## src/rtl/ptc_pkg.sv

```systemverilog
// ----------------------------------------------------------------------------
// ptc_pkg
// Shared widths, constants, types and helpers for the pixel tint colourizer.
// ----------------------------------------------------------------------------
package ptc_pkg;

    // Fixed-point unity and its fraction width
    localparam int FIXED_ONE  = 65536;
    localparam int FRAC_W     = 16;
    localparam int MAX_HEIGHT = 4096;

    // Field widths
    localparam int PIX_W   = 8;
    localparam int ROW_W   = 12;
    localparam int H_W     = 13;
    localparam int GAIN_W  = 17;
    localparam int BGAIN_W = 18;
    localparam int COFF_W  = 17;
    localparam int COFFT_W = 9;

    // Configuration port
    localparam int CFG_IDX_W  = 3;
    localparam int CFG_DATA_W = 18;

    typedef enum logic [CFG_IDX_W-1:0] {
        REG_TINT_RED        = 3'd0,
        REG_TINT_GREEN      = 3'd1,
        REG_TINT_BLUE       = 3'd2,
        REG_IMAGE_HEIGHT    = 3'd3,
        REG_USE_ALPHA       = 3'd4,
        REG_BRIGHTNESS_GAIN = 3'd5,
        REG_CONTRAST_OFFSET = 3'd6,
        REG_DARK_LEVEL      = 3'd7
    } cfg_reg_t;

    // Register reset values
    localparam logic [PIX_W-1:0]   RST_TINT     = 8'd255;
    localparam logic [H_W-1:0]     RST_HEIGHT   = 13'd1;
    localparam logic [BGAIN_W-1:0] RST_BGAIN    = 18'd62914;
    localparam logic [COFF_W-1:0]  RST_COFF     = 17'd7864;
    localparam logic [GAIN_W-1:0]  RST_DARK     = 17'd18350;

    // Luminance weights (sum 256)
    localparam int LUM_COEF_R = 54;
    localparam int LUM_COEF_G = 183;
    localparam int LUM_COEF_B = 19;

    // ceil(2^16 / 3): exact x/3 for x below 2^14
    localparam int THIRD_RECIP = 21846;

    localparam logic [GAIN_W-1:0] FULL_GAIN = GAIN_W'(FIXED_ONE);

    // Row-gain divider geometry
    localparam int DEN_W      = 12;
    localparam int MAG_W      = 28;
    localparam int QUO_W      = 18;
    localparam int ACC_W      = DEN_W + QUO_W;
    localparam int DIV_STEPS  = 3;
    localparam int DIV_STAGES = QUO_W / DIV_STEPS;

    // Latencies, accept edge to result edge
    localparam int GAIN_LAT = DIV_STAGES + 3;
    localparam int TINT_LAT = 6;
    localparam int PIPE_LAT = 1 + GAIN_LAT + TINT_LAT;

    localparam int LANES = 3;

    // Per-pixel sideband carried through the gain pipeline
    typedef struct packed {
        logic [PIX_W-1:0] lum;
        logic [PIX_W-1:0] alpha;
    } pix_ctx_t;

    // Configuration seen by the row-gain pipeline
    typedef struct packed {
        logic [H_W-1:0]    height;
        logic [DEN_W-1:0]  top_third;
        logic [H_W-1:0]    low_third;
        logic [GAIN_W-1:0] dark;
    } gain_cfg_t;

    // Configuration seen by the tint pipeline
    typedef struct packed {
        logic [LANES-1:0][PIX_W-1:0] tint;
        logic                        use_alpha;
        logic [BGAIN_W-1:0]          bgain;
        logic [COFFT_W-1:0]          coff_term;
    } tint_cfg_t;

    // One slot of the row-gain divider
    typedef struct packed {
        logic [ACC_W-1:0]  acc;
        logic [DEN_W-1:0]  den;
        logic [GAIN_W-1:0] base;
        logic              neg;
        pix_ctx_t          ctx;
    } div_work_t;

    // floor(x / 255), exact for x below 65280
    function automatic logic [PIX_W-1:0] div255(input logic [15:0] x);
        logic [16:0] s;
        s = 17'(x) + 17'd1 + 17'(x[15:8]);
        return s[15:8];
    endfunction

endpackage

```

## src/rtl/pixel_tint_colorize.sv

```systemverilog
// ----------------------------------------------------------------------------
// pixel_tint_colorize
// Luminance-driven tint colourizer with vertical edge darkening.
// ----------------------------------------------------------------------------
// Takes one pixel per clock once busy is low and returns its colourized value,
// strobed by done for one cycle, after the pipeline: input register, band
// select, ramp product, six divider slots of three quotient bits each, gain
// combine, and six tint stages. There is no back-pressure; the receiver must
// take every done. busy is high from reset until the derived row thresholds
// have settled, falling in the cycle after reset is released, and low from
// then on. The user must write registers only between frames, when no
// transaction is in flight; the block itself does not enforce this.
// ----------------------------------------------------------------------------
module pixel_tint_colorize (
    input  logic                             clk,
    input  logic                             rst_n,
    input  logic                             start,
    output logic                             busy,
    input  logic [ptc_pkg::PIX_W-1:0]        in_red,
    input  logic [ptc_pkg::PIX_W-1:0]        in_green,
    input  logic [ptc_pkg::PIX_W-1:0]        in_blue,
    input  logic [ptc_pkg::PIX_W-1:0]        in_alpha,
    input  logic [ptc_pkg::ROW_W-1:0]        row,
    output logic                             done,
    output logic [ptc_pkg::PIX_W-1:0]        out_red,
    output logic [ptc_pkg::PIX_W-1:0]        out_green,
    output logic [ptc_pkg::PIX_W-1:0]        out_blue,
    input  logic                             cfg_write,
    input  logic [ptc_pkg::CFG_IDX_W-1:0]    cfg_index,
    input  logic [ptc_pkg::CFG_DATA_W-1:0]   cfg_data
);
    import ptc_pkg::*;

    localparam int TOP_PROD_W  = H_W + FRAC_W;
    localparam int LOW_PROD_W  = H_W + 1 + FRAC_W;
    localparam int COFF_PROD_W = COFF_W + PIX_W;

    // Configuration registers
    logic [PIX_W-1:0]   tint_red_reg, tint_green_reg, tint_blue_reg;
    logic [H_W-1:0]     height_reg;
    logic               use_alpha_reg;
    logic [BGAIN_W-1:0] bgain_reg;
    logic [COFF_W-1:0]  coff_reg;
    logic [GAIN_W-1:0]  dark_reg;

    // Values derived from configuration
    logic [TOP_PROD_W-1:0]  top_prod;
    logic [LOW_PROD_W-1:0]  low_prod;
    logic [COFF_PROD_W-1:0] coff_prod;
    logic [DEN_W-1:0]       top_third_reg;
    logic [H_W-1:0]         low_third_reg;
    logic [COFFT_W-1:0]     coff_term_reg;

    logic busy_reg;

    // Input register
    logic             in_valid_reg;
    logic [PIX_W-1:0] red_reg, green_reg, blue_reg, alpha_reg;
    logic [ROW_W-1:0] row_reg;
    logic [15:0]      lum_sum;

    pix_ctx_t  ctx_in, ctx_gain;
    gain_cfg_t gain_cfg;
    tint_cfg_t tint_cfg;
    logic              gain_valid;
    logic [GAIN_W-1:0] gain;
    logic [LANES-1:0][PIX_W-1:0] pix_out;

    // Register writes
    always_ff @(posedge clk or negedge rst_n)
    begin
        if (!rst_n)
        begin
            tint_red_reg   <= RST_TINT;
            tint_green_reg <= RST_TINT;
            tint_blue_reg  <= RST_TINT;
            height_reg     <= RST_HEIGHT;
            use_alpha_reg  <= 1'b0;
            bgain_reg      <= RST_BGAIN;
            coff_reg       <= RST_COFF;
            dark_reg       <= RST_DARK;
        end
        else if (cfg_write)
        begin
            case (cfg_reg_t'(cfg_index))
                REG_TINT_RED:        tint_red_reg   <= cfg_data[PIX_W-1:0];
                REG_TINT_GREEN:      tint_green_reg <= cfg_data[PIX_W-1:0];
                REG_TINT_BLUE:       tint_blue_reg  <= cfg_data[PIX_W-1:0];
                REG_IMAGE_HEIGHT:    height_reg     <= cfg_data[H_W-1:0];
                REG_USE_ALPHA:       use_alpha_reg  <= cfg_data[0];
                REG_BRIGHTNESS_GAIN: bgain_reg      <= cfg_data[BGAIN_W-1:0];
                REG_CONTRAST_OFFSET: coff_reg       <= cfg_data[COFF_W-1:0];
                REG_DARK_LEVEL:      dark_reg       <= cfg_data[GAIN_W-1:0];
                default:             ;
            endcase
        end
    end

    // Band thresholds H/3, 2H/3 by reciprocal, and the contrast term
    assign top_prod  = TOP_PROD_W'(height_reg) * TOP_PROD_W'(THIRD_RECIP);
    assign low_prod  = LOW_PROD_W'({height_reg, 1'b0}) * LOW_PROD_W'(THIRD_RECIP);
    assign coff_prod = COFF_PROD_W'(coff_reg) * COFF_PROD_W'(255);

    always_ff @(posedge clk)
    begin
        top_third_reg <= top_prod[FRAC_W+DEN_W-1:FRAC_W];
        low_third_reg <= low_prod[FRAC_W+H_W-1:FRAC_W];
        coff_term_reg <= coff_prod[COFF_PROD_W-1:FRAC_W];
    end

    // Busy until the derived values are valid after reset
    always_ff @(posedge clk or negedge rst_n)
    begin
        if (!rst_n)
        begin
            busy_reg     <= 1'b1;
            in_valid_reg <= 1'b0;
        end
        else
        begin
            busy_reg     <= 1'b0;
            in_valid_reg <= start && !busy_reg;
        end
    end

    always_ff @(posedge clk)
    begin
        red_reg   <= in_red;
        green_reg <= in_green;
        blue_reg  <= in_blue;
        alpha_reg <= in_alpha;
        row_reg   <= row;
    end

    // Luminance, weights sum to 256
    assign lum_sum = 16'(red_reg)   * 16'(LUM_COEF_R)
                   + 16'(green_reg) * 16'(LUM_COEF_G)
                   + 16'(blue_reg)  * 16'(LUM_COEF_B);

    assign ctx_in.lum   = lum_sum[15:8];
    assign ctx_in.alpha = alpha_reg;

    assign gain_cfg.height    = height_reg;
    assign gain_cfg.top_third = top_third_reg;
    assign gain_cfg.low_third = low_third_reg;
    assign gain_cfg.dark      = dark_reg;

    assign tint_cfg.tint[0]   = tint_red_reg;
    assign tint_cfg.tint[1]   = tint_green_reg;
    assign tint_cfg.tint[2]   = tint_blue_reg;
    assign tint_cfg.use_alpha = use_alpha_reg;
    assign tint_cfg.bgain     = bgain_reg;
    assign tint_cfg.coff_term = coff_term_reg;

    ptc_row_gain u_row_gain (
        .clk       (clk),
        .rst_n     (rst_n),
        .valid_in  (in_valid_reg),
        .row       (row_reg),
        .ctx_in    (ctx_in),
        .cfg       (gain_cfg),
        .valid_out (gain_valid),
        .gain      (gain),
        .ctx_out   (ctx_gain)
    );

    ptc_tint u_tint (
        .clk       (clk),
        .rst_n     (rst_n),
        .valid_in  (gain_valid),
        .gain      (gain),
        .ctx_in    (ctx_gain),
        .cfg       (tint_cfg),
        .valid_out (done),
        .pix_out   (pix_out)
    );

    assign busy      = busy_reg;
    assign out_red   = pix_out[0];
    assign out_green = pix_out[1];
    assign out_blue  = pix_out[2];

    // Every result traces back to an accepted transaction a fixed time earlier
    assert property (@(posedge clk) disable iff (!rst_n)
        done |-> $past(start && !busy, PIPE_LAT))
        else $error("result without matching accepted transaction");

    assert property (@(posedge clk) disable iff (!rst_n)
        !busy |=> !busy)
        else $error("busy rose after start-up");

endmodule

```

## src/rtl/ptc_div_stage.sv

```systemverilog
// ----------------------------------------------------------------------------
// ptc_div_stage
// One registered slot of the row-gain divider: DIV_STEPS restoring steps.
// ----------------------------------------------------------------------------
module ptc_div_stage (
    input  logic               clk,
    input  logic               rst_n,
    input  logic               valid_in,
    input  ptc_pkg::div_work_t work_in,
    output logic               valid_out,
    output ptc_pkg::div_work_t work_out
);
    import ptc_pkg::*;

    logic      valid_reg;
    div_work_t work_reg;
    div_work_t work_next;

    // Restoring steps: remainder in the top bits, quotient shifts in below
    always_comb
    begin
        logic [ACC_W-1:0] acc;
        logic [DEN_W:0]   trial;
        logic             fits;
        acc = work_in.acc;
        for (int s = 0; s < DIV_STEPS; s++)
        begin
            trial = acc[ACC_W-1:QUO_W-1];
            fits  = (trial >= {1'b0, work_in.den});
            if (fits)
            begin
                trial = trial - {1'b0, work_in.den};
            end
            acc = {trial[DEN_W-1:0], acc[QUO_W-2:0], fits};
        end
        work_next     = work_in;
        work_next.acc = acc;
    end

    always_ff @(posedge clk or negedge rst_n)
    begin
        if (!rst_n)
        begin
            valid_reg <= 1'b0;
        end
        else
        begin
            valid_reg <= valid_in;
        end
    end

    always_ff @(posedge clk)
    begin
        work_reg <= work_next;
    end

    assign valid_out = valid_reg;
    assign work_out  = work_reg;

endmodule

```

## src/rtl/ptc_row_gain.sv

```systemverilog
// ----------------------------------------------------------------------------
// ptc_row_gain
// Vertical gain ramp: band select, ramp product, pipelined divide, combine.
// ----------------------------------------------------------------------------
module ptc_row_gain (
    input  logic                         clk,
    input  logic                         rst_n,
    input  logic                         valid_in,
    input  logic [ptc_pkg::ROW_W-1:0]    row,
    input  ptc_pkg::pix_ctx_t            ctx_in,
    input  ptc_pkg::gain_cfg_t           cfg,
    output logic                         valid_out,
    output logic [ptc_pkg::GAIN_W-1:0]   gain,
    output ptc_pkg::pix_ctx_t            ctx_out
);
    import ptc_pkg::*;

    // Band select stage
    logic              sel_valid_reg;
    logic [ROW_W-1:0]  pos_reg,     pos_next;
    logic [DEN_W-1:0]  den_reg,     den_next;
    logic [GAIN_W-1:0] base_reg,    base_next;
    logic              neg_reg,     neg_next;
    logic [GAIN_W-1:0] absdiff_reg, absdiff_next;
    pix_ctx_t          sel_ctx_reg;

    // Product stage
    logic              mul_valid_reg;
    div_work_t         mul_work_reg, mul_work_next;
    logic [ROW_W+GAIN_W-1:0] mag_full;

    // Divider chain
    logic              div_valid [DIV_STAGES+1];
    div_work_t         div_work  [DIV_STAGES+1];

    // Combine stage
    logic              out_valid_reg;
    logic [GAIN_W-1:0] gain_reg, gain_next;
    pix_ctx_t          out_ctx_reg;
    logic [QUO_W-1:0]  quo;

    logic [H_W-1:0]    row_ext;
    logic              dark_above;

    assign row_ext    = H_W'(row);
    assign dark_above = (cfg.dark > FULL_GAIN);

    // Which band, and the ramp terms; fixed gains use pos 0 over 1
    always_comb
    begin
        pos_next     = '0;
        den_next     = DEN_W'(1);
        base_next    = FULL_GAIN;
        neg_next     = 1'b0;
        absdiff_next = dark_above ? (cfg.dark - FULL_GAIN) : (FULL_GAIN - cfg.dark);
        if (row_ext <= H_W'(cfg.top_third))
        begin
            if (row == '0)
            begin
                base_next = cfg.dark;
            end
            else if (row_ext < H_W'(cfg.top_third))
            begin
                pos_next  = row;
                den_next  = cfg.top_third;
                base_next = cfg.dark;
                neg_next  = dark_above;
            end
        end
        else if (row_ext >= cfg.low_third && row_ext < cfg.height)
        begin
            if (row_ext != cfg.low_third)
            begin
                pos_next = ROW_W'(row_ext - cfg.low_third);
                den_next = DEN_W'(cfg.height - cfg.low_third);
                neg_next = (cfg.dark < FULL_GAIN);
            end
        end
    end

    // Ramp product feeds the divider
    assign mag_full = (ROW_W+GAIN_W)'(pos_reg) * (ROW_W+GAIN_W)'(absdiff_reg);

    always_comb
    begin
        mul_work_next.acc  = ACC_W'(mag_full[MAG_W-1:0]);
        mul_work_next.den  = den_reg;
        mul_work_next.base = base_reg;
        mul_work_next.neg  = neg_reg;
        mul_work_next.ctx  = sel_ctx_reg;
    end

    assign div_valid[0] = mul_valid_reg;
    assign div_work[0]  = mul_work_reg;

    for (genvar i = 0; i < DIV_STAGES; i++)
    begin : g_div
        ptc_div_stage u_stage (
            .clk       (clk),
            .rst_n     (rst_n),
            .valid_in  (div_valid[i]),
            .work_in   (div_work[i]),
            .valid_out (div_valid[i+1]),
            .work_out  (div_work[i+1])
        );
    end

    // Apply the signed quotient to the band's base gain
    assign quo = div_work[DIV_STAGES].acc[QUO_W-1:0];

    always_comb
    begin
        if (div_work[DIV_STAGES].neg)
        begin
            gain_next = div_work[DIV_STAGES].base - quo[GAIN_W-1:0];
        end
        else
        begin
            gain_next = div_work[DIV_STAGES].base + quo[GAIN_W-1:0];
        end
    end

    always_ff @(posedge clk or negedge rst_n)
    begin
        if (!rst_n)
        begin
            sel_valid_reg <= 1'b0;
            mul_valid_reg <= 1'b0;
            out_valid_reg <= 1'b0;
        end
        else
        begin
            sel_valid_reg <= valid_in;
            mul_valid_reg <= sel_valid_reg;
            out_valid_reg <= div_valid[DIV_STAGES];
        end
    end

    always_ff @(posedge clk)
    begin
        pos_reg      <= pos_next;
        den_reg      <= den_next;
        base_reg     <= base_next;
        neg_reg      <= neg_next;
        absdiff_reg  <= absdiff_next;
        sel_ctx_reg  <= ctx_in;
        mul_work_reg <= mul_work_next;
        gain_reg     <= gain_next;
        out_ctx_reg  <= div_work[DIV_STAGES].ctx;
    end

    assign valid_out = out_valid_reg;
    assign gain      = gain_reg;
    assign ctx_out   = out_ctx_reg;

    // Dividend is always below den * 2^17, so the divide settles cleanly
    assert property (@(posedge clk) disable iff (!rst_n)
        div_valid[DIV_STAGES] |->
            (div_work[DIV_STAGES].acc[ACC_W-1:QUO_W] < div_work[DIV_STAGES].den))
        else $error("row gain divider remainder not below divisor");

    assert property (@(posedge clk) disable iff (!rst_n)
        div_valid[DIV_STAGES] |-> !quo[QUO_W-1])
        else $error("row gain quotient exceeds ramp span");

endmodule

```

## src/rtl/ptc_tint.sv

```systemverilog
// ----------------------------------------------------------------------------
// ptc_tint
// Gained luminance, brightness/contrast level, tint scaling and alpha scaling.
// ----------------------------------------------------------------------------
module ptc_tint (
    input  logic                                      clk,
    input  logic                                      rst_n,
    input  logic                                      valid_in,
    input  logic [ptc_pkg::GAIN_W-1:0]                gain,
    input  ptc_pkg::pix_ctx_t                         ctx_in,
    input  ptc_pkg::tint_cfg_t                        cfg,
    output logic                                      valid_out,
    output logic [ptc_pkg::LANES-1:0][ptc_pkg::PIX_W-1:0] pix_out
);
    import ptc_pkg::*;

    localparam int LG_PROD_W = PIX_W + GAIN_W;
    localparam int LV_PROD_W = PIX_W + BGAIN_W;
    localparam int LV_SUM_W  = LV_PROD_W - FRAC_W + 1;

    logic [TINT_LAT-1:0] valid_reg;

    // Stage 1: luminance times row gain, clipped
    logic [LG_PROD_W-1:0]       lg_prod;
    logic [PIX_W-1:0]           lumg_reg, lumg_next;
    logic [PIX_W-1:0]           alpha1_reg;

    // Stage 2: level
    logic [LV_PROD_W-1:0]       lv_prod;
    logic [LV_SUM_W-1:0]        lv_sum;
    logic [PIX_W-1:0]           level_reg, level_next;
    logic [PIX_W-1:0]           alpha2_reg;

    // Stages 3..6: per-lane tint and alpha
    logic [LANES-1:0][15:0]     tprod_reg;
    logic [PIX_W-1:0]           alpha3_reg;
    logic [LANES-1:0][PIX_W-1:0] tval_reg;
    logic [PIX_W-1:0]           alpha4_reg;
    logic [LANES-1:0][15:0]     aprod_reg;
    logic [LANES-1:0][PIX_W-1:0] tval5_reg;
    logic                       scale5_reg;
    logic [LANES-1:0][PIX_W-1:0] pix_reg, pix_next;

    // Gained luminance
    assign lg_prod = LG_PROD_W'(ctx_in.lum) * LG_PROD_W'(gain);

    always_comb
    begin
        if (lg_prod[LG_PROD_W-1:FRAC_W] > (LG_PROD_W-FRAC_W)'(255))
        begin
            lumg_next = 8'hff;
        end
        else
        begin
            lumg_next = lg_prod[FRAC_W+PIX_W-1:FRAC_W];
        end
    end

    // Brightness gain plus contrast term, clipped
    assign lv_prod = LV_PROD_W'(lumg_reg) * LV_PROD_W'(cfg.bgain);
    assign lv_sum  = LV_SUM_W'(lv_prod[LV_PROD_W-1:FRAC_W]) + LV_SUM_W'(cfg.coff_term);

    always_comb
    begin
        if (lv_sum > LV_SUM_W'(255))
        begin
            level_next = 8'hff;
        end
        else
        begin
            level_next = lv_sum[PIX_W-1:0];
        end
    end

    // Final pick: alpha-scaled only in alpha mode with alpha below opaque
    always_comb
    begin
        for (int k = 0; k < LANES; k++)
        begin
            pix_next[k] = scale5_reg ? div255(aprod_reg[k]) : tval5_reg[k];
        end
    end

    always_ff @(posedge clk or negedge rst_n)
    begin
        if (!rst_n)
        begin
            valid_reg <= '0;
        end
        else
        begin
            valid_reg <= {valid_reg[TINT_LAT-2:0], valid_in};
        end
    end

    always_ff @(posedge clk)
    begin
        lumg_reg   <= lumg_next;
        alpha1_reg <= ctx_in.alpha;
        level_reg  <= level_next;
        alpha2_reg <= alpha1_reg;
        alpha3_reg <= alpha2_reg;
        alpha4_reg <= alpha3_reg;
        scale5_reg <= cfg.use_alpha && (alpha4_reg != 8'hff);
        for (int k = 0; k < LANES; k++)
        begin
            tprod_reg[k] <= 16'(level_reg) * 16'(cfg.tint[k]);
            tval_reg[k]  <= div255(tprod_reg[k]);
            aprod_reg[k] <= 16'(tval_reg[k]) * 16'(alpha4_reg);
            tval5_reg[k] <= tval_reg[k];
        end
        pix_reg <= pix_next;
    end

    assign valid_out = valid_reg[TINT_LAT-1];
    assign pix_out   = pix_reg;

endmodule

```

## config.mk

```make
export PLATFORM = sky130hd
export DESIGN_NAME = pixel_tint_colorize
export DESIGN_NICKNAME = d
export VERILOG_FILES = /design/src/rtl/ptc_pkg.sv /design/src/rtl/pixel_tint_colorize.sv /design/src/rtl/ptc_div_stage.sv /design/src/rtl/ptc_row_gain.sv /design/src/rtl/ptc_tint.sv
export SDC_FILE = /design/constraint.sdc
export NUM_CORES = 2
export LEC_CHECK = 0
export BUFFER_PORTS_ARGS = -buffer_cell sky130_fd_sc_hd__buf_2
export CAP_MARGIN = 10
export CORE_ASPECT_RATIO = 1.75
export CORE_UTILIZATION = 50
export CTS_BUF_LIST = sky130_fd_sc_hd__clkbuf_2 sky130_fd_sc_hd__clkbuf_4 sky130_fd_sc_hd__clkbuf_8
export DETAILED_ROUTE_END_ITERATION = 6
export GPL_TIMING_DRIVEN = 0
export PLACE_DENSITY_LB_ADDON = 0.3
export SLEW_MARGIN = 15
export SYNTH_ARGS = -nofsm -noshare
export SYNTH_HDL_FRONTEND = slang
export SYNTH_HIERARCHICAL = 1
export SYNTH_SLANG_ARGS = --single-unit
```

## constraint.sdc

```tcl
create_clock -name clk -period 9.7 [get_ports clk]
set_clock_uncertainty 0.1 [all_clocks]
set_input_delay 0.485 -clock clk [delete_from_list [all_inputs] [get_ports clk]]
set_output_delay 0.485 -clock clk [all_outputs]
set_load 0.02 [all_outputs]
```

==> flow_summary_export.csv <==
group,metric,value,unit
timing,relSlewSlack,21.7,%
timing,tns,0,ns
worst_setup_path,critPathLaunchType,"register",
clock_tree,ctsHtreeMaxLevel,4,
layout,design_area,82300,µm²
place,place_congestion,0.932,
layout,drive_gt1_share,8.08,%
global_route,antenna_found_initial,12,
worst_setup_path,critPathKind,"reg2reg",
layout,fin_nets,9619,
clock_tree,cts_tree,"done",
hold_path,min_path_type,"in2reg",
clock_tree,cts.sinks,998,
layout,syn_to_final_growth,9.65,%
logic_synthesis,synthCells,7596,
worst_setup_path,cpMostUsedCell,"ha_1",
outcome,outcome,"complete, no violations",
die,pin_count,95,
timing,min_period_over_period,92.2,%
logic_synthesis,ys_warn_count,6,
worst_setup_path,endpoint_kind,"register",
hold_path,hp-start,"in_green[7]",
global_route,grt_max_degree,90,
die,rows,187,
route,ant_nets,0,
worst_setup_path,critical-path-slowest-cell,"clkbuf_1",
die,start_util,50.5,%
clock_tree,cts-buffers-inserted,145,
route,drc_errors,0,
timing,setup_violations,0,
clock_tree,clock_latency,0.88,ns
die,die_area,152000,µm²
clock_tree,cts-root-buf,"clkbuf_8",
worst_setup_path,crit_path_max_fanout,10,
clock_tree,clk_pin_slew,0.07,ns
route,wl_per_cell,18.4,µm
timing,slew_viol_final,0,
timing,fmax,0.112,GHz
place,dp_hpwl,151000,µm
route,drtIter0Drc,2715,
die,die_width,295,µm
clock_tree,clk_path_buf_depth,3,
run,drv_cap,0,
timing,hold_viol_final,0,
global_route,grt_first_pass_wirelength,294000,µm
global_route,gr-usage-all-layers,24.7,%
logic_synthesis,syn_avg_cell_area,9.88,µm²
layout,largest_reg_flops,426,
clock_tree,cts_setup_buffers,0,
worst_setup_path,arrival,9.57,ns
route,dr.pass1.iters,6,
hold_path,holdPathStages,2,
place,postPlaceCellArea,78100,µm²
timing,tightest_slew,1.14,ns
route,drt_wl_total,185000,µm
worst_setup_path,cp.required,10.33,ns
logic_synthesis,syn-cell-area,75100,µm²
global_route,grt_pass1_vias,57900,
route,num_vias,53900,
worst_setup_path,rr_worst_depth,28,
timing,fin_crit,8.94,ns
worst_setup_path,reg2reg_from,"u_row_gain/g_div[3].u_stage/work_out[35]",
die,die_height,515,µm
global_route,globalRoute.totalOverflow,0,
die,core-area,149000,µm²
worst_setup_path,startpoint,"u_row_gain/g_div[3].u_stage/work_out[35]",
place,io_buffers,90,
route,viasPerCell,5.36,
worst_setup_path,critPathMaxStageDelay,0.67,ns
timing,rsz0062_at_grt,"no",
[layout by cell type, fill, tap and decap left out, types with 31 or more instances in the layout]
| cell | n |
|---|---|
| a211oi_1 | 37 |
| a21o_1 | 114 |
| a21oi_1 | 295 |
| a221o_1 | 31 |
| a31oi_1 | 31 |
| and2_1 | 462 |
| and3_1 | 39 |
| buf_2 | 91 |
| clkbuf_1 | 132 |
| clkbuf_8 | 180 |
| dfrtp_1 | 55 |
| dfstp_2 | 52 |
| dfxtp_1 | 891 |
| diode_2 | 56 |
| dlygate4sd3_1 | 65 |
| fa_1 | 750 |
| ha_1 | 897 |
| inv_1 | 1256 |
| mux2_2 | 102 |
| mux2i_1 | 91 |
| nand2_1 | 589 |
| nand2b_1 | 58 |
| nand3_1 | 91 |
| nand4_1 | 56 |
| nor2_1 | 280 |
| nor2b_1 | 80 |
| nor3_1 | 63 |
| o21a_1 | 73 |
| o21ai_0 | 160 |
| o21bai_1 | 31 |
| xnor2_1 | 265 |
| xor2_1 | 144 |
[through the flow]
stage               hold WS, ns  setup WS [ns]  instances  util, %
global route             0.0685          0.384      10000     55.4
CTS                      0.0144          0.937      10000     55.3
finish                    0.132          0.757      10100     55.4
detailed placement        0.212          0.995       9674     52.6
floorplan                0.0894           3.02       7598        -
global placement          0.210          0.869       9672     52.5
[routing by layer]
| metal | routed length [µm] | up-vias | global-route usage (%) | share of wire (%) |
|---|---|---|---|---|
| li1 | - | 25500 | - | - |
| met2 | 100000 | 1296 | 47.2 | 54 |
| met5 | 0 | - | 0 | 0 |
| met3 | 5450 | 644 | 2.96 | 3.0 |
| met4 | 16000 | 0 | 20.0 | 8.6 |
| met1 | 63100 | 26400 | 23.4 | 34 |
[critical path: cells and delay by family, from the launching register on]
family | cells | cell delay [ns]
and+or+nand+nor | 6 | 1.51
AOI/OAI and AO/OA | 13 | 3.33
adders and majority gates | 3 | 1.13
buffers and inverters | 5 | 1.69
DFF | 1 | 0.39
muxes | 1 | 0.63
[final timing paths]
kind	endpoint	slack, ns
min	green_reg[7]	0.13
max reg2reg	u_row_gain/g_div[4].u_stage/work_out[72]	0.76
max	u_row_gain/g_div[4].u_stage/work_out[72]	0.76
min reg2reg	u_row_gain/g_div[2].u_stage/work_out[63]	0.19
min in group asynchronous	busy	0.69
max in group asynchronous	tint_red_reg[4]	8.30
[layout make-up]
type	instances	area (µm²)
diodes	56	140
plain buffers	144	604
clock buffers	209	2700
clock inverters	52	727
fillers	13000	66200
inverters	1257	4720
multi-input cells	5199	49200
flip-flops and latches	998	20600
well taps	1984	2480
repair buffers	158	1160
[repair_timing]
| action | in CTS | in global routing |
|---|---|---|
| hold buffers | 66 | 0 |
| endpoints found under the hold margin | 185 | 0 |
| gates resized for setup | 0 | 0 |
Power is left out: the tool's default activity adds up to more than one toggle a clock period on the data nets, which glitch-free logic cannot reach.
